### config.mk
export PLATFORM = sky130hd
export DESIGN_NAME = acf_ctrl
export DESIGN_NICKNAME = d
export VERILOG_FILES = /design/src/rtl/core/acf_pkg.sv /design/src/rtl/core/acf_ctrl.sv
export SDC_FILE = /design/constraint.sdc
export NUM_CORES = 1
export LEC_CHECK = 0
export ABC_CLOCK_PERIOD_IN_PS = 3250
export BUFFER_PORTS_ARGS = -buffer_cell sky130_fd_sc_hd__buf_2
export CAP_MARGIN = 0
export CORE_MARGIN = 3
export CORE_UTILIZATION = 30
export DETAILED_ROUTE_END_ITERATION = 6
export GPL_ROUTABILITY_DRIVEN = 0
export PLACE_DENSITY = 0.59
export SYNTH_ARGS = -nofsm -noshare
export SYNTH_HDL_FRONTEND = slang
export SYNTH_SLANG_ARGS = --single-unit
### constraint.sdc
create_clock -name clk -period 3.25 [get_ports clk]
set_input_delay 0.4875 -clock clk [delete_from_list [all_inputs] [get_ports clk]]
set_output_delay 0.4875 -clock clk [all_outputs]
set_load 0.005 [all_outputs]
### src/rtl/core/acf_pkg.sv
package acf_pkg;

	localparam int MAX_TAPS_DEF    = 32;
	localparam int SAMPLE_BITS_DEF = 16;
	localparam int OUT_W           = 37;
	localparam int TAP_INDEX_W     = 5;
	localparam int TAP_COUNT_W     = 6;

	typedef enum logic {
		OP_LOAD   = 1'b0,
		OP_SAMPLE = 1'b1
	} op_t;

	typedef enum logic {
		ST_IDLE,
		ST_BUSY
	} acf_state_t;

	// control fanned out to every cell
	typedef struct packed {
		logic                   shift;
		logic                   clear;
		logic                   load;
		logic [TAP_INDEX_W-1:0] index;
	} acf_ctl_t;

endpackage

### src/rtl/core/acf_ctrl.sv
module acf_ctrl import acf_pkg::*; #(
	parameter int MAX_TAPS    = MAX_TAPS_DEF,
	parameter int SAMPLE_BITS = SAMPLE_BITS_DEF,
	parameter int M_W         = $clog2(MAX_TAPS + 1)
) (
	input  logic                          clk,
	input  logic                          arst_n,
	input  logic                          cfg_we,
	input  logic [TAP_COUNT_W-1:0]        cfg_data,
	input  logic                          in_valid,
	output logic                          in_ready,
	input  logic                          operation,
	input  logic [TAP_INDEX_W-1:0]        tap_index,
	input  logic signed [SAMPLE_BITS-1:0] sample_value,
	input  logic                          last_sample,
	output logic                          out_valid,
	input  logic                          out_ready,
	output logic signed [OUT_W-1:0]       filtered_value,
	output logic                          last_output,
	output acf_ctl_t                      ctl,
	output logic signed [SAMPLE_BITS-1:0] shift_value,
	output logic [M_W-1:0]                tap_m,
	input  logic [OUT_W-1:0]              chain_sum
);

	localparam int             C_W = $clog2(MAX_TAPS + 2);
	localparam logic [C_W-1:0] CAP = C_W'(MAX_TAPS + 1);

	acf_state_t             state_q, state_d;
	logic [TAP_COUNT_W-1:0] tap_count_q;
	logic [C_W-1:0]         cnt_q;
	logic [M_W-1:0]         tail_q;
	logic                   sig_last_q;
	logic                   out_valid_q;
	logic signed [OUT_W-1:0] filt_q;
	logic                   out_last_q;
	logic                   accept;
	logic                   take_sample;
	logic                   capture;

	always_comb begin
		if (tap_count_q == '0) begin
			tap_m = M_W'(1);
		end else if (int'(tap_count_q) > MAX_TAPS) begin
			tap_m = M_W'(MAX_TAPS);
		end else begin
			tap_m = M_W'(tap_count_q);
		end
	end

	always_comb begin
		state_d     = state_q;
		in_ready    = 1'b0;
		capture     = 1'b0;
		ctl         = '0;
		ctl.index   = tap_index;
		shift_value = '0;
		case (state_q)
			ST_IDLE: begin
				in_ready    = 1'b1;
				shift_value = sample_value;
				if (in_valid) begin
					if (op_t'(operation) == OP_SAMPLE) begin
						ctl.shift = 1'b1;
						state_d   = ST_BUSY;
					end else begin
						ctl.load = 1'b1;
					end
				end
			end
			ST_BUSY: begin
				if ((cnt_q == CAP) && (!out_valid_q || out_ready)) begin
					capture = 1'b1;
					if (tail_q != '0) begin
						ctl.shift = 1'b1;
					end else begin
						ctl.clear = sig_last_q;
						state_d   = ST_IDLE;
					end
				end
			end
			default: begin
				state_d = ST_IDLE;
			end
		endcase
	end

	assign accept      = in_valid && in_ready;
	assign take_sample = accept && (op_t'(operation) == OP_SAMPLE);

	always_ff @(posedge clk or negedge arst_n) begin
		if (!arst_n) begin
			state_q <= ST_IDLE;
		end else begin
			state_q <= state_d;
		end
	end

	always_ff @(posedge clk or negedge arst_n) begin
		if (!arst_n) begin
			tap_count_q <= TAP_COUNT_W'(1);
			cnt_q       <= '0;
			tail_q      <= '0;
			sig_last_q  <= 1'b0;
			out_valid_q <= 1'b0;
		end else begin
			if (cfg_we) begin
				tap_count_q <= cfg_data;
			end
			if (take_sample) begin
				cnt_q      <= '0;
				tail_q     <= last_sample ? (tap_m - M_W'(1)) : '0;
				sig_last_q <= last_sample;
			end else if (capture) begin
				cnt_q <= '0;
				if (tail_q != '0) begin
					tail_q <= tail_q - M_W'(1);
				end
			end else if ((state_q == ST_BUSY) && (cnt_q != CAP)) begin
				cnt_q <= cnt_q + C_W'(1);
			end
			if (capture) begin
				out_valid_q <= 1'b1;
			end else if (out_ready) begin
				out_valid_q <= 1'b0;
			end
		end
	end

	always_ff @(posedge clk) begin
		if (capture) begin
			filt_q     <= chain_sum;
			out_last_q <= sig_last_q && (tail_q == '0);
		end
	end

	assign out_valid      = out_valid_q;
	assign filtered_value = filt_q;
	assign last_output    = out_last_q;

	a_tail_bound: assert property (@(posedge clk) disable iff (!arst_n)
		(state_q == ST_BUSY) |-> (tail_q < tap_m))
		else $error("tail count beyond tap count");

	a_cnt_bound: assert property (@(posedge clk) disable iff (!arst_n)
		cnt_q <= CAP)
		else $error("settle counter overran");

	a_busy_shift: assert property (@(posedge clk) disable iff (!arst_n)
		((state_q == ST_BUSY) && ctl.shift) |-> (cnt_q == CAP))
		else $error("history moved before the sum settled");

	a_clear_alone: assert property (@(posedge clk) disable iff (!arst_n)
		!(ctl.clear && (ctl.shift || ctl.load)))
		else $error("history clear overlaps a shift or load");

	a_capture_loads: assert property (@(posedge clk) disable iff (!arst_n)
		capture |=> out_valid_q)
		else $error("captured result not presented");

endmodule
==> impl_summary.md, run 1 <==
Run status
The run finished with clean final reports.

Setup path
The worst setup path is captured at an output pin. The type of the setup path with the least slack is register to output pin. In this run the critical register-to-register path is captured at filtered_value[36]. Along the worst path, the maximum fanout reaches 6.

The worst setup path startpoint is tail_q[0]. The critical path startpoint category is a register. The worst register-to-register path has a depth of 6.

The source of the worst register-to-register timing path is cnt_q[1]. Following the worst setup path forward leads to its endpoint at ctl[6]. The register-to-register setup slack is 970 ps. The signal arrival time at the worst endpoint is 2190 ps. The required time reported for the critical path endpoint is 2760 ps.

Die
The x dimension of the die is 96.94 um. The die is 96.94 um tall. The area of the die is 9397 um2. The total number of placement rows is 32. The initial core utilization is 31.46%.

The core box area is 7888 um2. For this design the top-level I/O count stands at 141.

Layout
For this run, the post-layout net count is 393. The proportion of layout cells with a drive suffix above 1 is 48.92%. The count of antenna diodes in the layout is 0.

Summing all multi-input logic gate instances after layout gives 718.2 um2. From synthesis to final layout, the design area changed by 37.62%. After filler insertion, the fill cell instance count of the layout stands at 757. The register area is 1668 um2.

Clock tree
The number of gates given a new drive strength after cts is 0. Clock-pin slew was measured on the worst setup and hold paths at 70 ps. The H-tree level count is 3.

The root cell of the clock tree is sky130_fd_sc_hd__clkbuf_8. Counting along the longest clock path gives a buffer depth of 2. The post-CTS setup-driven buffer insertion count is 0. The cts-stage hold buffer count is 0. Counting the buffers created by CTS gives 9. The clock sink count is 59. TritonCTS built the clock tree. The clock latency on the worst-skew pair is 330 ps.

Detailed routing
In the final routed layout, each cell accounts on average for 12.89 um. The via count is 1925. The number of detailed-routing iterations run before antenna repair is 4. After detailed routing, the number of vias per cell comes to 4.529.

The routed wire length is 5478 um. The DRC violation count after routing is 0. In this run the remaining antenna-violating nets after routing total 0. The first-iteration detailed-routing DRC count is 84.

Yosys
For this run, the number of Yosys warnings is 0. The post-synth design cell area is 2481 um2. The count of state elements after synthesis is 59. Averaged over all synthesized cells, the footprint is 13.34 um2.

When the netlist entered floorplanning its net count stood at 261. Of the synthesized area, sequential elements account for 67.22%. The count of cell types in the netlist is 41. The cell count after synthesis came out at 186.

Timing
Setup violations remaining at the end of the flow were counted as 0. After routing, the total negative slack on setup checks comes to 0 ps. The slew at the pin closest to its max-slew limit is 494.8 ps.

The max-slew violation count is 0. The maximum clock skew at final layout is 6.920 ps. Measured against its own limit, the worst slew margin works out to 66.76%. Final hold analysis gives a worst-case slack of 102.8 ps.

The peak clock frequency supported by timing is 372.9 MHz. The post-route fraction of the period consumed by the critical path is 82.51%. Setup repair after global routing left no endpoint under its margin.

The worst path in the final design needs a cycle of 2682 ps, including I/O delays and setup. The final number of hold-violating endpoints is 0.

Global route
For this run, global-route usage on met1 was measured as 15.57%. Entering global routing, the biggest net connects 39 pins. Global routing consumed, over all layers together, 12.19% of the routing resources. For this run, global-route usage on met3 was measured as 5.696%.

In this run the most used layer during global routing was met2. The global routing met2 resource utilization is 18.15%. The first global-routing pass estimated 9190 um of wire. The number of global-route vias before repair is 1895.

The total global routing overflow is 0. The initial antenna violation count is 0.

Power and ir drop
The areal power density over the cells is 598.5 nW/um2. Summed over all cells, the static leakage comes to 1.584 nW. The worst ir drop on vdd is 0.0002118 V.

The completed layout was analyzed and its total power is 2.044 mW.

Run
The number of violations of the max-capacitance limit is 0.

Min path
The worst hold path belongs to the class input pin to asynchronous set/reset pin.

Place
Summed over all nets, the half-perimeter wirelength after detailed placement is 4260 um. Port buffering added 130 buffers.
## worst max-delay path, cell delays in order, from the launching register on
cell and delay, ps:
sky130_fd_sc_hd__dfrtp_1 400, sky130_fd_sc_hd__inv_1 80, sky130_fd_sc_hd__ha_1 170, sky130_fd_sc_hd__or3b_2 490
sky130_fd_sc_hd__nor3_1 410, sky130_fd_sc_hd__and3_1 210, sky130_fd_sc_hd__buf_2 100
## layout by cell type (no fill, tap or decap), types with 2 or more instances in the layout
master,count
sky130_fd_sc_hd__dfrtp_1,20
sky130_fd_sc_hd__buf_2,130
sky130_fd_sc_hd__nand2b_1,2
sky130_fd_sc_hd__nand3_1,8
sky130_fd_sc_hd__a21oi_1,3
sky130_fd_sc_hd__nand4_1,2
sky130_fd_sc_hd__nor4_1,2
sky130_fd_sc_hd__o211ai_1,5
sky130_fd_sc_hd__nor3_1,6
sky130_fd_sc_hd__edfxtp_1,38
sky130_fd_sc_hd__nor2b_1,20
sky130_fd_sc_hd__inv_1,9
sky130_fd_sc_hd__nand2_1,8
sky130_fd_sc_hd__nor2_1,6
sky130_fd_sc_hd__mux2_2,6
sky130_fd_sc_hd__clkbuf_8,9
sky130_fd_sc_hd__or3_1,5
sky130_fd_sc_hd__clkinv_4,3
sky130_fd_sc_hd__o21bai_1,2
sky130_fd_sc_hd__o21ai_0,4
sky130_fd_sc_hd__and3_1,2
sky130_fd_sc_hd__nor3b_1,2
sky130_fd_sc_hd__xor2_1,4
sky130_fd_sc_hd__ha_1,4
sky130_fd_sc_hd__buf_4,2
## kinds of logic after synthesis
group / Yosys count / share of synthesized area [%]
xor gates and xnor gates: 5 / 1.765
and+or+nand+nor: 69 / 15.94
AOI/OAI and AO/OA: 23 / 6.506
muxes: 6 / 2.723
DFF: 59 / 67.22
buffers and inverters: 20 / 3.833
adders and majority gates: 4 / 2.017
## how the worst min path moves through the flow
stage	startpoint	to	slack, ps
2_1_floorplan	arst_n	cnt_q[0]	190
4_1_cts	arst_n	tap_count_q[3]	110
5_1_grt	arst_n	tap_count_q[3]	140
3_5_place_dp	arst_n	tap_count_q[3]	480
6_report	arst_n	tap_count_q[3]	100
3_3_place_gp	arst_n	tap_count_q[3]	480
## cells in the mapped netlist
cell type                  count  area share [%]
sky130_fd_sc_hd__a21o_1        1            0.30
sky130_fd_sc_hd__nor4_1        2            0.50
sky130_fd_sc_hd__nor3b_1       2            0.60
sky130_fd_sc_hd__o311ai_0      1            0.35
sky130_fd_sc_hd__or3_1         5             1.3
sky130_fd_sc_hd__a31o_2        1            0.35
sky130_fd_sc_hd__edfxtp_1     38              46
sky130_fd_sc_hd__a21oi_1       3            0.60
sky130_fd_sc_hd__o41ai_1       1            0.35
sky130_fd_sc_hd__nand3_1       8             1.6
sky130_fd_sc_hd__o31ai_1       1            0.30
sky130_fd_sc_hd__dfstp_2       1             1.1
sky130_fd_sc_hd__a311oi_1      1            0.35
sky130_fd_sc_hd__nand2b_1      2            0.50
sky130_fd_sc_hd__xor2_1        4             1.4
sky130_fd_sc_hd__nor2b_1      20             5.0
sky130_fd_sc_hd__nor2_1        6            0.91
sky130_fd_sc_hd__and2_1        1            0.25
sky130_fd_sc_hd__inv_1         9             1.4
sky130_fd_sc_hd__o21bai_1      2            0.60
sky130_fd_sc_hd__o21ai_0       4            0.81
sky130_fd_sc_hd__a211oi_1      1            0.30
sky130_fd_sc_hd__and3_1        2            0.50
sky130_fd_sc_hd__nand4b_1      1            0.35
sky130_fd_sc_hd__or4_1         1            0.30
sky130_fd_sc_hd__buf_2         1            0.20
sky130_fd_sc_hd__a31oi_1       1            0.25
sky130_fd_sc_hd__nand2_1       8             1.2
sky130_fd_sc_hd__and3b_1       1            0.35
sky130_fd_sc_hd__dfrtp_1      20              20
sky130_fd_sc_hd__ha_1          4             2.0
sky130_fd_sc_hd__xnor2_1       1            0.35
sky130_fd_sc_hd__mux2_2        6             2.7
sky130_fd_sc_hd__nand4_1       2            0.50
sky130_fd_sc_hd__or3b_2        1            0.35
sky130_fd_sc_hd__nor3_1        6             1.2
sky130_fd_sc_hd__buf_4         5             1.5
sky130_fd_sc_hd__clkbuf_1      5            0.76
sky130_fd_sc_hd__or4_4         1            0.45
sky130_fd_sc_hd__o211a_1       1            0.40
sky130_fd_sc_hd__o211ai_1      5             1.5
## flip-flops by register name, indices dropped and copies added, names as in the netlist
register and cells:
cnt_q 6, tap_count_q 6, sig_last_q 1, out_valid 1, filtered_value 37, tail_q 6
state_q 1, last_output 1
## power by group
group | internal (mW) | total (mW) | switching (mW)
clock network | 0.358 | 0.655 | 0.297
registers | 0.895 | 0.988 | 0.0932
logic | 0.195 | 0.401 | 0.206
## stage by stage
step           cells  instance area (um2)  setup WS, ps  util, %
2_1_floorplan    186                 2481         335.6        -
3_3_place_gp     409                 3213          1017    40.74
3_5_place_dp     409                 3213         937.2    40.74
4_1_cts          425                 3415         551.1    43.29
5_1_grt          425                 3415         343.4    43.29
6_report         425                 3415         568.4    43.29
## layout make-up
cell class	count	area share (%)
sequential	59	48.85
multi-input combinational	107	21.03
clock inverter	7	2.272
tap	102	3.738
clock buffer	9	3.628
timing repair buffer	132	19.49
inverter	9	0.9894
## layer usage
metal	vias up	part of all wire, %
li1	941	-
met1	863	45
met2	116	44
met3	5	9.7
met4	0	1.2
met5	-	0
Note: power is estimated with default switching activity, not from simulation.
==> run 2, diff against run 1 <==
ABC_CLOCK_PERIOD_IN_PS = 2400   (was 3250)
PLACE_DENSITY = 0.61   (was 0.59)
clock period = 2.4 ns   (was 3.25 ns; I/O delays follow)
==> run 2 against run 1 <==
  * Core utilization increased by 1.1 points
  * Routed wire length increased by 4.8%
  * Clock skew increased by 1.5 ps
  * Sequential share of layout area decreased by 1.1 points
  * Die area unchanged
  * Register-to-register slack got worse by 910 ps
  * Non-clock buffer count increased by 11
  * Global-route usage decreased by 0.073 points
  * Highest routed layer unchanged
==> impl_summary.md, run 2 (same netlist as run 1, synthesis figures left out) <==
Run status
The flow ran to the end, and the final reports show no timing, DRC or antenna violations.

Place
The half-perimeter wire length after placement came to 4257 um (about the same). The count of input and output buffers was 130 (unchanged). The number of placed instances with taps included came to 410 (+0.24%). The pre-CTS setup slack was 403.3 ps (-533.9 ps).

Clock tree
The root cell of the clock tree is sky130_fd_sc_hd__clkbuf_8. The buffer depth of the longest clock path is 2 (unchanged). TritonCTS built the clock tree. The H-tree level count is 3 (unchanged).

The clock sink count is 59 (unchanged). The clock latency on the worst-skew pair was 320 ps (about the same). The number of buffers added by the clock tree synthesis step came to 9 (unchanged). The clock transition at the registers of the reported paths came to 70 ps (about the same).

Setup path
Broken down by cell family, the worst path's largest delay share belongs to simple AND/OR/NAND/NOR gates. The signal arrival time at the worst endpoint is 2550 ps (+360 ps). The buffer and inverter count on the worst path is 4 (+2). The signal on the critical path passes through inv_1, ha_2, nand4b_1, or4_4, buf_4, buf_4, buf_4, o211a_1, or3_1. The category of the worst setup path capture point is a register. The required time reported for the critical path endpoint came to 2610 ps (-150 ps). The worst-path maximum fanout was 4 (-2).

In this design, the critical path's most frequently occurring cell is sky130_fd_sc_hd__buf_4. The slowest stage of the critical path is the sky130_fd_sc_hd__or4_4 cell. STA classifies the critical path startpoint as a register. The longest individual stage delay on the worst path is 570 ps (+80 ps). The worst setup path is of the register to register kind.

Detailed routing
The first-iteration detailed-routing DRC count is 103 (+23%). The routed wire length came to 5741 um (+4.8%). The remaining number of nets flagged by the antenna check after routing is 0 (unchanged). The number of detailed-routing iterations run before antenna repair came to 4 (unchanged). The routed wire length per instance was 13.17 um (+2.2%). The via count is 1949 (+1.2%). The post-detailed-route via-to-cell ratio is 4.470 (-1.3%).

The DRC violation count after routing is 0 (unchanged).

Global route
The first-pass GRT wire length is 8949 um (-2.6%). The number of global-route vias before repair is 1779 (-6.1%). The total global routing overflow is 0 (unchanged). The largest net degree at the start of global routing is 43 (+10%). The initial antenna violation count is 0 (unchanged). The global-route usage over all layers is 12.11% (-0.073 points).

Layout
The most common cell after layout, fill and taps aside is sky130_fd_sc_hd__buf_2. The top cell types in the final layout, fill and taps aside, are sky130_fd_sc_hd__buf_2 (130), sky130_fd_sc_hd__edfxtp_1 (38), sky130_fd_sc_hd__nor2b_1 (20). The filler cell count was 768 (+1.5%). The flip-flop count of the largest register, all copies and words added is 37 (unchanged). The count of antenna diodes in the layout is 0 (unchanged).

The area growth from synthesis to layout is 41.00%. The register area came to 1669 um2 (about the same). The proportion of layout cells with a drive suffix above 1 was 51.50% (+2.6 points). The final standard cell count with taps included and fillers excluded came to 436 (+2.6%). The number of nets in the layout is 404 (+2.8%). The multi-input combinational cell area is 725.7 um2 (+1.0%).

Timing
The post-route worst setup slack is 60.85 ps (-507.6 ps). Setup repair after global routing could not meet its margin everywhere. The post-layout minimum cycle time is 2339 ps. The relative slew slack came to 68.25% (+1.5 points). The peak clock frequency supported by timing is 427.5 MHz.

The final worst hold slack is 206.5 ps (+103.7 ps). The count of endpoints failing setup in the final report is 0 (unchanged). The post-route fraction of the period consumed by the critical path is 97.46%.

The final-layout setup total negative slack is 0 ps (unchanged). The slew at the pin closest to its max-slew limit came to 476.2 ps (-18.56 ps). The final number of hold-violating endpoints came to 0 (unchanged).

The maximum clock skew at final layout is 8.433 ps (+1.512 ps). The max-slew violation count is 0 (unchanged).

Run
The number of violations of the max-capacitance limit is 0 (unchanged).

Die
The initial core utilization was 31.46% (unchanged). The x dimension of the die is 96.94 um (unchanged). The core box area is 7888 um2 (unchanged). The height of the chip was 96.94 um (unchanged). The area of the die is 9397 um2 (unchanged). The total number of placement rows is 32 (unchanged). The top-level I/O count is 141 (unchanged).

Power and ir drop
The areal power density over the cells is 776.9 nW/um2 (+30%). The worst ir drop on vdd is 0.0003078 V (+45%). The static power due to leakage is 1.607 nW (+1.4%).

Min path
The min-delay analysis places its worst path in the category input pin to register.
==> run 2: cell count changes in the layout (fill, tap and decap cells not counted), sizes merged <==
cell	change
inv	-1
bufinv	-1
buf	+9
clkinv	-1
clkbuf	+1
dlygate4sd3	+1
clkinvlp	+3
==> run 2: layout make-up <==
class	count	share of cell area (%)
Clock buffer	9	3.541
Clock inverter	7	1.538
Inverter	9	1.073
Multi-Input combinational cell	107	20.74
Sequential cell	59	47.71
Tap cell	102	3.648
Timing Repair Buffer	143	21.75
==> run 2: timing repair <==
item / CTS / global route
endpoints found under the hold margin: 20 / 0
hold buffers: 1 / 0
gates resized for setup: 0 / 3
endpoints found under the setup margin: 0 / 2
buffers inserted: 0 / 9
==> run 2: per-stage QoR <==
| step | total power [mW] | cell area [um2] | utilization [%] |
|---|---|---|---|
| 6_report | 2.718 | 3498 | 44.35 |
| 5_1_grt | 2.924 | 3498 | 44.35 |
| 4_1_cts | 2.715 | 3425 | 43.42 |
| 3_5_place_dp | 1.907 | 3237 | 41.04 |
| 3_3_place_gp | 1.893 | 3237 | 41.04 |
| 2_1_floorplan | 1.690 | 2485 | - |
==> run 2: final timing paths <==
path                                    start                  to  slack (ps)  depth (start not counted)
worst min-delay path            chain_sum[26]  filtered_value[26]         210                          1
worst min register to register     sig_last_q          sig_last_q         510                          2
min in group asynchronous              arst_n      tap_count_q[2]         530                          2
worst max register to register       cnt_q[1]           tail_q[2]          60                          9
worst max-delay path                 cnt_q[1]           tail_q[2]          60                          9
max in group asynchronous              arst_n            cnt_q[0]        1510                          2
==> run 2: worst register-to-register path, delay by kind of cell, from the launching register on <==
| kind | cells | cell delay (ps) |
|---|---|---|
| compound gates | 1 | 200 |
| fa+ha+maj | 1 | 180 |
| buf+inv | 4 | 480 |
| flops | 1 | 400 |
| simple gates | 3 | 950 |
==> run 2: report_power, final <==
group          total (mW)  switching, mW  leakage (nW)  internal (mW)
sequential           1.35          0.131         0.597           1.21
clock               0.788          0.410        0.0818          0.378
combinational       0.584          0.287         0.928          0.297
total                2.72          0.828          1.61           1.89
==> run 2: layer usage <==
| layer | global-route usage, % | up-vias | part of all wire (%) |
|---|---|---|---|
| li1 | - | 965 | - |
| met1 | 16.34 | 859 | 45 |
| met2 | 16.99 | 123 | 44 |
| met3 | 5.768 | 2 | 11 |
| met4 | 4.212 | 0 | 0.70 |
| met5 | 0 | - | 0 |
