$ cat config.mk
export PLATFORM = sky130hd
export DESIGN_NAME = acf_cell
export DESIGN_NICKNAME = d
export VERILOG_FILES = /design/src/rtl/core/acf_pkg.sv /design/src/rtl/core/acf_cell.sv
export SDC_FILE = /design/constraint.sdc
export NUM_CORES = 1
export LEC_CHECK = 0
export ABC_AREA = 1
export CAP_MARGIN = 40
export CELL_PAD_IN_SITES_DETAIL_PLACEMENT = 0
export CELL_PAD_IN_SITES_GLOBAL_PLACEMENT = 2
export CORE_UTILIZATION = 40
export DETAILED_ROUTE_END_ITERATION = 8
export DONT_BUFFER_PORTS = 1
export GPL_ROUTABILITY_DRIVEN = 0
export GPL_TIMING_DRIVEN = 1
export PLACE_DENSITY = 0.92
export SLEW_MARGIN = 25
export SYNTH_ARGS = -nofsm -noshare
export SYNTH_HDL_FRONTEND = slang
export SYNTH_SLANG_ARGS = --single-unit
$ cat constraint.sdc
create_clock -name clk -period 11.57 [get_ports clk]
set_clock_uncertainty 0.05 [all_clocks]
set_input_delay 0 -clock clk [delete_from_list [all_inputs] [get_ports clk]]
set_output_delay 0 -clock clk [all_outputs]
set_load 0.005 [all_outputs]
$ cat src/rtl/core/acf_pkg.sv
package acf_pkg;

	localparam int MAX_TAPS_DEF    = 32;
	localparam int SAMPLE_BITS_DEF = 16;
	localparam int OUT_W           = 37;
	localparam int TAP_INDEX_W     = 5;
	localparam int TAP_COUNT_W     = 6;

	typedef enum logic {
		OP_LOAD   = 1'b0,
		OP_SAMPLE = 1'b1
	} op_t;

	typedef enum logic {
		ST_IDLE,
		ST_BUSY
	} acf_state_t;

	// control fanned out to every cell
	typedef struct packed {
		logic                   shift;
		logic                   clear;
		logic                   load;
		logic [TAP_INDEX_W-1:0] index;
	} acf_ctl_t;

endpackage

$ cat src/rtl/core/acf_cell.sv
module acf_cell import acf_pkg::*; #(
	parameter int SAMPLE_BITS = SAMPLE_BITS_DEF,
	parameter int INDEX       = 0
) (
	input  logic                          clk,
	input  logic                          arst_n,
	input  acf_ctl_t                      ctl,
	input  logic                          tap_en,
	input  logic signed [SAMPLE_BITS-1:0] coef_in,
	input  logic signed [SAMPLE_BITS-1:0] sample_in,
	output logic signed [SAMPLE_BITS-1:0] sample_out,
	input  logic        [OUT_W-1:0]       sum_in,
	output logic        [OUT_W-1:0]       sum_out
);

	localparam int PW = 2 * SAMPLE_BITS;
	localparam int EW = (PW > OUT_W) ? PW : OUT_W;

	logic signed [SAMPLE_BITS-1:0] sample_q;
	logic signed [SAMPLE_BITS-1:0] coef_q;
	logic signed [PW-1:0]          prod_s1;
	logic signed [EW-1:0]          prod_ext;
	logic        [OUT_W-1:0]       sum_q;

	always_ff @(posedge clk or negedge arst_n) begin
		if (!arst_n) begin
			sample_q <= '0;
			coef_q   <= '0;
		end else begin
			if (ctl.clear) begin
				sample_q <= '0;
			end else if (ctl.shift) begin
				sample_q <= sample_in;
			end
			if (ctl.load && (int'(ctl.index) == INDEX)) begin
				coef_q <= coef_in;
			end
		end
	end

	assign prod_ext = EW'(prod_s1);

	always_ff @(posedge clk) begin
		prod_s1 <= sample_q * coef_q;
		sum_q   <= sum_in + (tap_en ? prod_ext[OUT_W-1:0] : {OUT_W{1'b0}});
	end

	assign sample_out = sample_q;
	assign sum_out    = sum_q;

endmodule

==> flow_summary.yaml, run 1 <==
placement:
  place_hpwl_um: 36800
  place_inst: 2746
  placement.setup.worst_slack_ns: 5.48
  numPortBuffers: 0
pwr:
  power_frac_comb: 0.720
  seq_power_share: 0.184
  total_leakage_power_nw: 10.9
  netSwitchingPower_mw: 1.81
  power_switching_share: 0.536
  power.clock.fraction: 0.096
  power_density_nw_per_um2: 184
  peakVddDrop_mv: 0.130
  internal_power_mw: 1.57
outcome:
  status: "finished, final reports clean"
final_layout:
  final_common_cell: "sky130_fd_sc_hd__nand2_1"
  final_nets: 2809
  fill_cell_total_of_the_finished_layout: 4063
  final_core_utilization: 0.458
  final_layout_size_suffix_gt1_frac: 0.0229
  area_growth_syn_to_layout_pct: 11.7
  commonest_cells_after_routing_fill_and_taps_aside: "663 x sky130_fd_sc_hd__nand2_1, 646 x sky130_fd_sc_hd__inv_1, 263 x sky130_fd_sc_hd__fa_1"
  stdcell_count: 2878
  n_antenna_cell: 0
yosys:
  synth_enable_flop_cells: 0
  synth_top_area_cell: "sky130_fd_sc_hd__fa_1"
  yosys-top-cells-area: "sky130_fd_sc_hd__fa_1 32%, sky130_fd_sc_hd__nand2_1 15%, sky130_fd_sc_hd__inv_1 15%, sky130_fd_sc_hd__ha_1 9.0%, sky130_fd_sc_hd__dfxtp_1 8.4%"
  netlist_area_um2: 16400
  synth_cell_type_count: 35
  synth_compound_gate_area_share: 0.0432
  synth-async-reset-ratio: 0.317
  top_area_cell_type_share_of_the_netlist_area: 0.320
  syn-mean-instance-area_um2: 7.17
  synth_top_family_by_area: "adder cells"
  multiplexer_fraction_of_the_synthesized_cell_area: 0
  synth-xor-area-share: 0.0245
  synth_fa_ha_area_frac: 0.410
  synth.yosys.seq_area_share: 0.133
  synthesis.nets: 2753
  synth.yosys.warnings: 0
  ys_seq_elements: 101
  postSynthCellCount: 2292
  synthSimpleGateAreaFrac: 0.225
  synth_ff_type: "sky130_fd_sc_hd__dfxtp_1"
worst_setup_path:
  critical_path.max_stage_delay_ns: 0.82
  crit_slowest_cell: "sky130_fd_sc_hd__fa_1"
  worst_ep_arrival_time_ns: 6.29
  rr_endpoint: "prod_s1[30]$_DFF_P_"
  worst_setup_start_kind: "register"
  cp-end-kind: "register"
  worst_r2r_path_depth: 18
  critical_path.max_fanout: 18
  worstSetupPathType: "register to register"
  worst_r2r_startpoint: "sample_out[15]$_DFFE_PN0P_"
  crit_path_cell_trace: "nand2_1 > inv_1 > fa_1 > fa_1 > inv_1 > fa_1 > fa_1 > fa_1 > inv_1 > fa_1 > ha_1 > a21oi_1 > a21boi_0 > nand2_1 > a21oi_1 > nand2_1 > nand2_1 > nand2_1"
  reg2reg_setup_slack_ns: 5.52
  cp.required_ns: 11.81
  timing.critical_path.mode_cell: "sky130_fd_sc_hd__fa_1"
global_routing:
  grtUsageTotal: 0.229
  met3_track_demand_over_resource: 0.0248
  busiest_layer: "met2"
  grt_first_pass_wirelength_um: 74800
  global_route.overflow_total: 0
  first_global_vias: 14700
  number_of_antenna_violations_at_the_first_check_in_global_routing: 0
  grt_max_degree: 33
  global_route.usage.met1: 0.296
  grt.met2_usage: 0.397
sta:
  finalSetupTns_ns: 0
  hold_viol: 0
  worst_pin_slew_ns: 0.869
  layout_worst_path_cycle_share: 0.522
  postLayoutSetupSlackWorst_ns: 5.52
  fin_hold_ws_ns: 0.0203
  post-route-min-period_ns: 6.05
  grt_setup_unrepaired: "false"
  setup_violations: 0
  timing_max_transition_violations_final: 0
  relSlewSlack: 0.421
  achievable-frequency_ghz: 0.165
floorplan:
  die_w_um: 205
  die-height_um: 205
  io_pins: 133
  start_util: 0.410
  placement_rows: 73
  core_area_um2: 40100
  design.die.area_um2: 41900
clock_network:
  cts_hold_buffers_added: 113
  cts.reportedPaths.clkPinSlew_ns: 0.08
  post_cts_resized: 0
  postCtsSetupRepairBufs: 0
  cts-root-buf: "sky130_fd_sc_hd__clkbuf_16"
  cts-root-to-sink-buffers: 2
  cts_inserted_buffers: 9
  cts_tree: "built"
  source_to_sink_clock_delay_at_the_later_pin_of_the_worst_skew_pair_ns: 0.40
  htree_levels: 3
  tritoncts_num_sinks: 101
min_path:
  startpoint_of_the_tightest_hold_check_path: "sum_in[26]"
  worstHoldPathType: "primary input to register"
  min_to: "sum_out[26]$_DFF_P_"
  worstHoldPathCells: 3
route:
  first_pass_iters: 6
  detailedRoute.firstIterationViolations: 756
  route.antenna.remaining_nets: 0
  postRouteWirelength_um: 44600
  vias_per_cell: 4.75
  detail_route.wl_per_cell_um: 15.5
  vias: 13700
  remaining_drc_errors: 0
run:
  max_cap_viol_count: 0
[worst max-delay path: cells and delay by family (launching register included)]
| kind | cells | cell delay, ns |
|---|---|---|
| simple gates | 5 | 0.46 |
| compound gates | 3 | 0.61 |
| flops | 1 | 0.80 |
| buf+inv | 3 | 0.37 |
| fa+ha+maj | 7 | 3.62 |
[power by group through the flow]
stage          clock [mW]  sequential, mW  combinational [mW]
2_1_floorplan           0           0.537                1.87
3_3_place_gp            0           0.632                2.36
3_5_place_dp            0           0.634                2.39
4_1_cts             0.335           0.626                2.45
5_1_grt             0.348           0.639                2.82
6_report            0.324           0.621                2.43
[sequential cells by signal (all words and copies together), names as in the netlist]
register    count
sum_out        37
prod_s1        32
coef_q         16
sample_out     16
[area by class of cell]
class	count	area, µm²	share of cell area
multi-input cells	1469	11500	0.629
well taps	525	657	0.0358
inverters	648	2430	0.132
flip-flops and latches	101	2180	0.119
repair buffers	119	1230	0.0672
clock inverters	7	86.3	0.00470
clock buffers	9	225	0.0123
[kinds of logic after synthesis]
| group | after synthesis |
|---|---|
| fa+ha+maj | 381 |
| flops | 101 |
| xor+xnor | 46 |
| compound gates | 131 |
| simple gates | 911 |
| buf+inv | 722 |
[Yosys cell counts (2+ instances only)]
library cell                 n
sky130_fd_sc_hd__nand3_2     3
sky130_fd_sc_hd__a21oi_2     3
sky130_fd_sc_hd__o21bai_1   13
sky130_fd_sc_hd__or2_1       2
sky130_fd_sc_hd__dfxtp_1    69
sky130_fd_sc_hd__dfrtp_1    32
sky130_fd_sc_hd__nor2_1    102
sky130_fd_sc_hd__fa_1      263
sky130_fd_sc_hd__xor2_1     33
sky130_fd_sc_hd__nor3_1     12
sky130_fd_sc_hd__o21ai_0    50
sky130_fd_sc_hd__inv_1     646
sky130_fd_sc_hd__clkbuf_1   72
sky130_fd_sc_hd__nand2_2    12
sky130_fd_sc_hd__nand2_1   663
sky130_fd_sc_hd__nand4_1    19
sky130_fd_sc_hd__nand3b_1    3
sky130_fd_sc_hd__nand3_1    82
sky130_fd_sc_hd__xnor2_1    13
sky130_fd_sc_hd__nor2_2      8
sky130_fd_sc_hd__ha_1      118
sky130_fd_sc_hd__a21oi_1    60
sky130_fd_sc_hd__a21boi_0    2
[layer usage]
metal | part of all wire | wire length, µm
met1 | 0.45 | 19900
met2 | 0.49 | 21700
met3 | 0.043 | 1920
met4 | 0.023 | 1020
met5 | 0 | 0
[worst max path at each step]
stage | from | to | slack [ns] | depth (start not counted)
after floorplan | sample_out[15]$_DFFE_PN0P_ | prod_s1[29]$_DFF_P_ | 5.91 | 20
after global placement | sample_out[15]$_DFFE_PN0P_ | prod_s1[30]$_DFF_P_ | 5.61 | 18
after detailed placement | sample_out[15]$_DFFE_PN0P_ | prod_s1[30]$_DFF_P_ | 5.48 | 18
after CTS | sample_out[15]$_DFFE_PN0P_ | prod_s1[30]$_DFF_P_ | 5.46 | 18
after global routing | coef_q[1]$_DFFE_PN0P_ | prod_s1[29]$_DFF_P_ | 5.17 | 20
final | sample_out[15]$_DFFE_PN0P_ | prod_s1[30]$_DFF_P_ | 5.52 | 18
[per-stage QoR]
step	cell area (µm²)	power (mW)
after detailed placement	16900	3.03
after global routing	18400	3.81
after floorplan	16400	2.41
final	18400	3.37
after global placement	16800	2.99
after CTS	18300	3.41
Note: power is estimated with default switching activity, not from simulation.
==> inputs of run 2 (changes only) <==
CORE_UTILIZATION = 38   (was 40)
PLACE_DENSITY = 0.88   (was 0.92)
clock period = 6.3 ns   (was 11.57 ns; I/O delays follow)
==> run 2 against run 1 <==
  * Critical path depth up 1
  * Total power up 85%
  * Fmax up 1.6%
  * Largest cell class unchanged
==> flow_summary.yaml, run 2 (synthesis gave the netlist of run 1 again) <==
final_layout:
  final_layout_size_suffix_gt1_frac: 0.0328
  commonest_cells_after_routing_fill_and_taps_aside: "663 x sky130_fd_sc_hd__nand2_1, 646 x sky130_fd_sc_hd__inv_1, 263 x sky130_fd_sc_hd__fa_1"
  final_common_cell: "sky130_fd_sc_hd__nand2_1"
  final_nets: 2835
  fill_cell_total_of_the_finished_layout: 4370
  area_growth_syn_to_layout_pct: 13.0
  largest_register_ff_count: 37
  n_antenna_cell: 0
global_routing:
  grt_first_pass_wirelength_um: 75700
  first_global_vias: 14800
  number_of_antenna_violations_at_the_first_check_in_global_routing: 0
  grtUsageTotal: 0.222
  grt_max_degree: 33
  global_route.overflow_total: 0
route:
  detailedRoute.firstIterationViolations: 708
  remaining_drc_errors: 0
  detail_route.wl_per_cell_um: 15.4
  postRouteWirelength_um: 45400
  vias: 13700
  vias_per_cell: 4.63
  route.antenna.remaining_nets: 0
  first_pass_iters: 5
floorplan:
  placement_rows: 75
  start_util: 0.388
  core_area_um2: 42300
  die_w_um: 210
  design.die.area_um2: 44100
  die-height_um: 210
  io_pins: 133
sta:
  post-route-min-period_ns: 5.95
  achievable-frequency_ghz: 0.168
  worst_pin_slew_ns: 0.815
  relSlewSlack: 0.457
  timing_max_transition_violations_final: 0
  layout_worst_path_cycle_share: 0.945
  hold_viol: 0
  setup_violations: 0
  grt_setup_unrepaired: "false"
  finalSetupTns_ns: 0
worst_setup_path:
  worst_setup_start_kind: "register"
  critical_path.max_stage_delay_ns: 0.87
  crit_slowest_cell: "sky130_fd_sc_hd__fa_1"
  crit_path_cell_trace: "nand2_1 > inv_1 > fa_1 > fa_1 > fa_1 > fa_1 > fa_1 > inv_1 > fa_1 > inv_1 > ha_1 > nand2_1 > nor2_2 > nand2_1 > clkinv_1 > nand3_1 > or2_1 > nand4_1 > nand2_1"
  cp-end-kind: "register"
  critical_path.max_fanout: 8
  cp.required_ns: 6.52
  worstSetupPathType: "register to register"
  reg2reg_setup_slack_ns: 0.35
  timing.critical_path.mode_cell: "sky130_fd_sc_hd__fa_1"
  worst_ep_arrival_time_ns: 6.17
pwr:
  peakVddDrop_mv: 0.254
  total_power_mw: 6.26
  total_leakage_power_nw: 11.1
  power_density_nw_per_um2: 337
clock_network:
  postCtsSetupRepairBufs: 0
  source_to_sink_clock_delay_at_the_later_pin_of_the_worst_skew_pair_ns: 0.39
  cts.reportedPaths.clkPinSlew_ns: 0.08
  htree_levels: 3
  cts-root-to-sink-buffers: 2
  tritoncts_num_sinks: 101
  cts_tree: "built"
  post_cts_resized: 0
  cts-root-buf: "sky130_fd_sc_hd__clkbuf_16"
  cts_inserted_buffers: 9
placement:
  numPortBuffers: 0
  place_hpwl_um: 38300
outcome:
  status: "finished, final reports clean"
run:
  max_cap_viol_count: 0
min_path:
  worstHoldPathType: "primary input to register"
==> run 2: changes by cell type in the layout (fill, tap and decap cells not counted) <==
| cell | previous run | this run |
|---|---|---|
| sky130_fd_sc_hd__clkinv_4 | 2 | 1 |
| sky130_fd_sc_hd__clkinv_8 | 2 | 1 |
| sky130_fd_sc_hd__inv_12 | 1 | 0 |
| sky130_fd_sc_hd__clkinv_2 | 0 | 1 |
| sky130_fd_sc_hd__buf_4 | 0 | 28 |
| sky130_fd_sc_hd__clkinvlp_4 | 0 | 1 |
| sky130_fd_sc_hd__dlygate4sd3_1 | 111 | 112 |
| sky130_fd_sc_hd__buf_8 | 4 | 1 |
| sky130_fd_sc_hd__clkbuf_1 | 0 | 1 |
==> run 2: worst max-delay path: cells and delay by family, from the launching register on <==
kind | cells | cell delay, ns
adders and majority gates | 7 | 3.90
buffers and inverters | 4 | 0.25
DFF | 1 | 0.51
and+or+nand+nor | 8 | 1.14
==> run 2: per-stage QoR <==
stage / hold WS [ns] / setup WS, ns / cells / utilization / instance area, µm²
3_5_place_dp: -0.345 / 0.347 / 2825 / 0.404 / 17100
6_report: 0.0200 / 0.347 / 2956 / 0.439 / 18600
5_1_grt: 0.0434 / 0.0288 / 2956 / 0.439 / 18600
4_1_cts: 0.00170 / 0.326 / 2955 / 0.439 / 18600
3_3_place_gp: -0.345 / 0.354 / 2823 / 0.404 / 17100
2_1_floorplan: -0.346 / 0.643 / 2292 / - / 16400
==> run 2: what timing repair did <==
item,4_1_cts,5_1_grt
endpoints found under the setup margin,0,0
hold buffers,114,0
hold endpoints to repair,95,0
==> run 2: cell type report <==
class | count | area, µm² | share of cell area
Timing Repair Buffer | 145 | 1410 | 0.0758
Inverter | 648 | 2430 | 0.131
Clock buffer | 10 | 229 | 0.0123
Sequential cell | 101 | 2180 | 0.117
Multi-Input combinational cell | 1469 | 11500 | 0.621
Clock inverter | 6 | 57.6 | 0.00310
Tap cell | 577 | 722 | 0.0389
==> run 2: power breakdown <==
part	switching, mW	internal, mW	leakage [nW]
combinational	2.89	1.72	9.92
clock	0.290	0.276	0.138
sequential	0.168	0.906	0.998
total	3.35	2.91	11.1
==> run 2: per-layer routing <==
metal,vias to the layer above,track usage,routed length (µm)
li1,6758,-,-
met1,6617,0.290,20800
met2,264,0.383,21800
met3,61,0.0241,1620
met4,0,0.0717,1160
met5,-,0,0
==> run 2: path summary, 6_finish.rpt <==
check,depth (start not counted),startpoint,to
max,19,sample_out[15]$_DFFE_PN0P_,prod_s1[24]$_DFF_P_
max reg2reg,19,sample_out[15]$_DFFE_PN0P_,prod_s1[24]$_DFF_P_
min,4,sum_in[24],sum_out[24]$_DFF_P_
max in group asynchronous,3,arst_n,sample_out[4]$_DFFE_PN0P_
min reg2reg,2,coef_q[4]$_DFFE_PN0P_,coef_q[4]$_DFFE_PN0P_
min in group asynchronous,3,arst_n,coef_q[7]$_DFFE_PN0P_
==> inputs of run 3 (changes only) <==
CORE_UTILIZATION = 35   (was 38)
PLACE_DENSITY = 0.86   (was 0.88)
clock period = 5 ns   (was 6.3 ns; I/O delays follow)
==> run 3 against run 2 <==
  * The run now ends with setup timing left
  * Register-to-register slack worse by 0.72 ns
  * Worst hold slack better by 0.0059 ns
  * Global-route usage is 0.57 points lower
  * Sequential power is 21% higher
  * Clock-buffer cell count is 1 lower
  * Clock power is 41% higher
==> flow_summary.yaml, run 3 (synthesis gave the netlist of run 1 again) <==
clock_network:
  htree_levels: 3
  source_to_sink_clock_delay_at_the_later_pin_of_the_worst_skew_pair_ns: 0.40
  cts-root-to-sink-buffers: 2
  cts.reportedPaths.clkPinSlew_ns: 0.08
  cts_tree: "built"
  cts_inserted_buffers: 9
  cts-root-buf: "sky130_fd_sc_hd__clkbuf_16"
  tritoncts_num_sinks: 101
route:
  vias_per_cell: 4.62
  vias: 14700
  detail_route.wl_per_cell_um: 15.2
  route.antenna.remaining_nets: 0
  detailedRoute.firstIterationViolations: 772
  remaining_drc_errors: 0
  postRouteWirelength_um: 48700
  first_pass_iters: 5
pwr:
  netSwitchingPower_mw: 5.86
  peakVddDrop_mv: 0.482
  power_density_nw_per_um2: 538
  seq_power_share: 0.111
  internal_power_mw: 5.84
  power_switching_share: 0.501
  power_frac_comb: 0.821
  total_leakage_power_nw: 12.4
  power.clock.fraction: 0.068
outcome:
  status: "finished, violations left"
  violations: "setup timing"
final_layout:
  largest_register_ff_count: 37
  final_core_utilization: 0.468
  stdcell_count: 3194
  area_growth_syn_to_layout_pct: 32.4
  final_nets: 3043
  fill_cell_total_of_the_finished_layout: 4645
  final_area_um2: 21800
  final_layout_size_suffix_gt1_frac: 0.207
  commonest_cells_after_routing_fill_and_taps_aside: "609 x sky130_fd_sc_hd__nand2_1, 600 x sky130_fd_sc_hd__inv_1, 242 x sky130_fd_sc_hd__fa_1"
  n_antenna_cell: 0
  final_common_cell: "sky130_fd_sc_hd__nand2_1"
sta:
  finalSetupTns_ns: -4.96
  timing_max_transition_violations_final: 0
  fin_hold_ws_ns: 0.0259
  hold_viol: 0
  relSlewSlack: 0.562
  achievable-frequency_ghz: 0.186
  layout_worst_path_cycle_share: 1.07
  setup_violations: 20
  grt_setup_unrepaired: "true"
  worst_pin_slew_ns: 0.654
  postLayoutSetupSlackWorst_ns: -0.372
  post-route-min-period_ns: 5.37
global_routing:
  number_of_antenna_violations_at_the_first_check_in_global_routing: 0
  grt_first_pass_wirelength_um: 80100
  grtUsageTotal: 0.216
  global_route.overflow_total: 0
  first_global_vias: 15900
  grt_max_degree: 33
floorplan:
  placement_rows: 79
  start_util: 0.354
  design.die.area_um2: 47800
  die_w_um: 219
  core_area_um2: 46500
  die-height_um: 219
  io_pins: 133
worst_setup_path:
  worstSetupStartpoint: "sample_out[15]$_DFFE_PN0P_"
  cp-end-kind: "register"
  cp.required_ns: 5.23
  rr_endpoint: "prod_s1[31]$_DFF_P_"
  worstSetupPathType: "register to register"
  worst_setup_start_kind: "register"
  worst_ep_arrival_time_ns: 5.60
  worst_r2r_path_depth: 21
  worst_r2r_startpoint: "sample_out[15]$_DFFE_PN0P_"
  critical_path.max_fanout: 7
  reg2reg_setup_slack_ns: -0.37
placement:
  place_inst: 3002
  placement.cell_area_um2: 18600
  numPortBuffers: 0
  place_hpwl_um: 39900
min_path:
  worstHoldPathType: "primary input to register"
  worstHoldPathCells: 3
  min_to: "sum_out[18]$_DFF_P_"
  startpoint_of_the_tightest_hold_check_path: "sum_in[18]"
run:
  max_cap_viol_count: 0
run 3: cell count changes in the layout (fill, tap and decap cells not counted), moves of 24 or more:
| cell | delta |
|---|---|
| sky130_fd_sc_hd__buf_6 | +26 |
| sky130_fd_sc_hd__inv_1 | -46 |
| sky130_fd_sc_hd__nand2_1 | -54 |
| sky130_fd_sc_hd__nand2_2 | +30 |
| sky130_fd_sc_hd__nor2_1 | -25 |
| sky130_fd_sc_hd__buf_4 | +159 |
| sky130_fd_sc_hd__inv_2 | +45 |
| sky130_fd_sc_hd__a21oi_1 | -24 |
| sky130_fd_sc_hd__ha_1 | -25 |
run 3: cell type report:
class / instances / area, µm² / share of cell area
Clock buffer: 9 / 225 / 0.0104
Timing Repair Buffer: 353 / 3320 / 0.152
Tap cell: 607 / 759 / 0.0349
Clock inverter: 7 / 103 / 0.00472
Inverter: 648 / 2440 / 0.112
Multi-Input combinational cell: 1469 / 12700 / 0.584
Sequential cell: 101 / 2210 / 0.101
run 3: layer usage:
| metal | track usage | vias to the layer above | part of all wire |
|---|---|---|---|
| met4 | 0.0796 | 0 | 0.034 |
| met1 | 0.272 | 7150 | 0.43 |
| met3 | 0.0249 | 93 | 0.042 |
| met2 | 0.377 | 324 | 0.49 |
| met5 | 0 | - | 0 |
| li1 | - | 7180 | - |
run 3: repair_timing:
| item | in CTS | in global routing |
|---|---|---|
| pin swaps | 88 | 115 |
| hold endpoints to repair | 95 | 0 |
| buffers inserted | 50 | 18 |
| hold buffers | 114 | 0 |
| endpoints found under the setup margin | 22 | 24 |
| resized for setup | 183 | 144 |
run 3: power by group through the flow:
stage          Sequential [mW]  Clock, mW  Combinational, mW
2_1_floorplan             1.24          0               4.89
3_3_place_gp              1.34          0               7.32
3_5_place_dp              1.34          0               7.35
4_1_cts                   1.30      0.828               8.70
5_1_grt                   1.34      0.847               10.6
6_report                  1.30      0.797               9.60
run 3: worst max-delay path, cell delays in order, from the launching register on:
cell                      delay, ns
sky130_fd_sc_hd__dfrtp_2       0.47
sky130_fd_sc_hd__buf_4         0.15
sky130_fd_sc_hd__nand2_2       0.09
sky130_fd_sc_hd__fa_1          0.56
sky130_fd_sc_hd__inv_2         0.06
sky130_fd_sc_hd__fa_2          0.69
sky130_fd_sc_hd__fa_2          0.54
sky130_fd_sc_hd__fa_1          0.51
sky130_fd_sc_hd__inv_1         0.05
sky130_fd_sc_hd__fa_1          0.49
sky130_fd_sc_hd__inv_2         0.04
sky130_fd_sc_hd__fa_1          0.50
sky130_fd_sc_hd__ha_4          0.35
sky130_fd_sc_hd__nand2_4       0.07
sky130_fd_sc_hd__nor2_4        0.09
sky130_fd_sc_hd__nand2_2       0.07
sky130_fd_sc_hd__nor3_2        0.15
sky130_fd_sc_hd__nand2_1       0.11
sky130_fd_sc_hd__nand3_2       0.08
sky130_fd_sc_hd__inv_1         0.04
sky130_fd_sc_hd__nand2_1       0.05
sky130_fd_sc_hd__nand2_1       0.04
run 3: worst max path at each step:
stage                           to  slack [ns]  cells after the start
6_report       prod_s1[31]$_DFF_P_       -0.37                     21
5_1_grt        prod_s1[31]$_DFF_P_       -0.57                     21
4_1_cts        prod_s1[31]$_DFF_P_       -0.43                     21
3_5_place_dp   prod_s1[31]$_DFF_P_       -0.60                     23
3_3_place_gp   prod_s1[31]$_DFF_P_       -0.57                     23
2_1_floorplan  prod_s1[31]$_DFF_P_       -0.20                     22
run 3: per-stage QoR:
step | power [mW] | worst slack [ns]
after floorplan | 6.14 | -0.198
after global placement | 8.65 | -0.566
after detailed placement | 8.69 | -0.600
after CTS | 10.8 | -0.434
after global routing | 12.8 | -0.565
final | 11.7 | -0.372
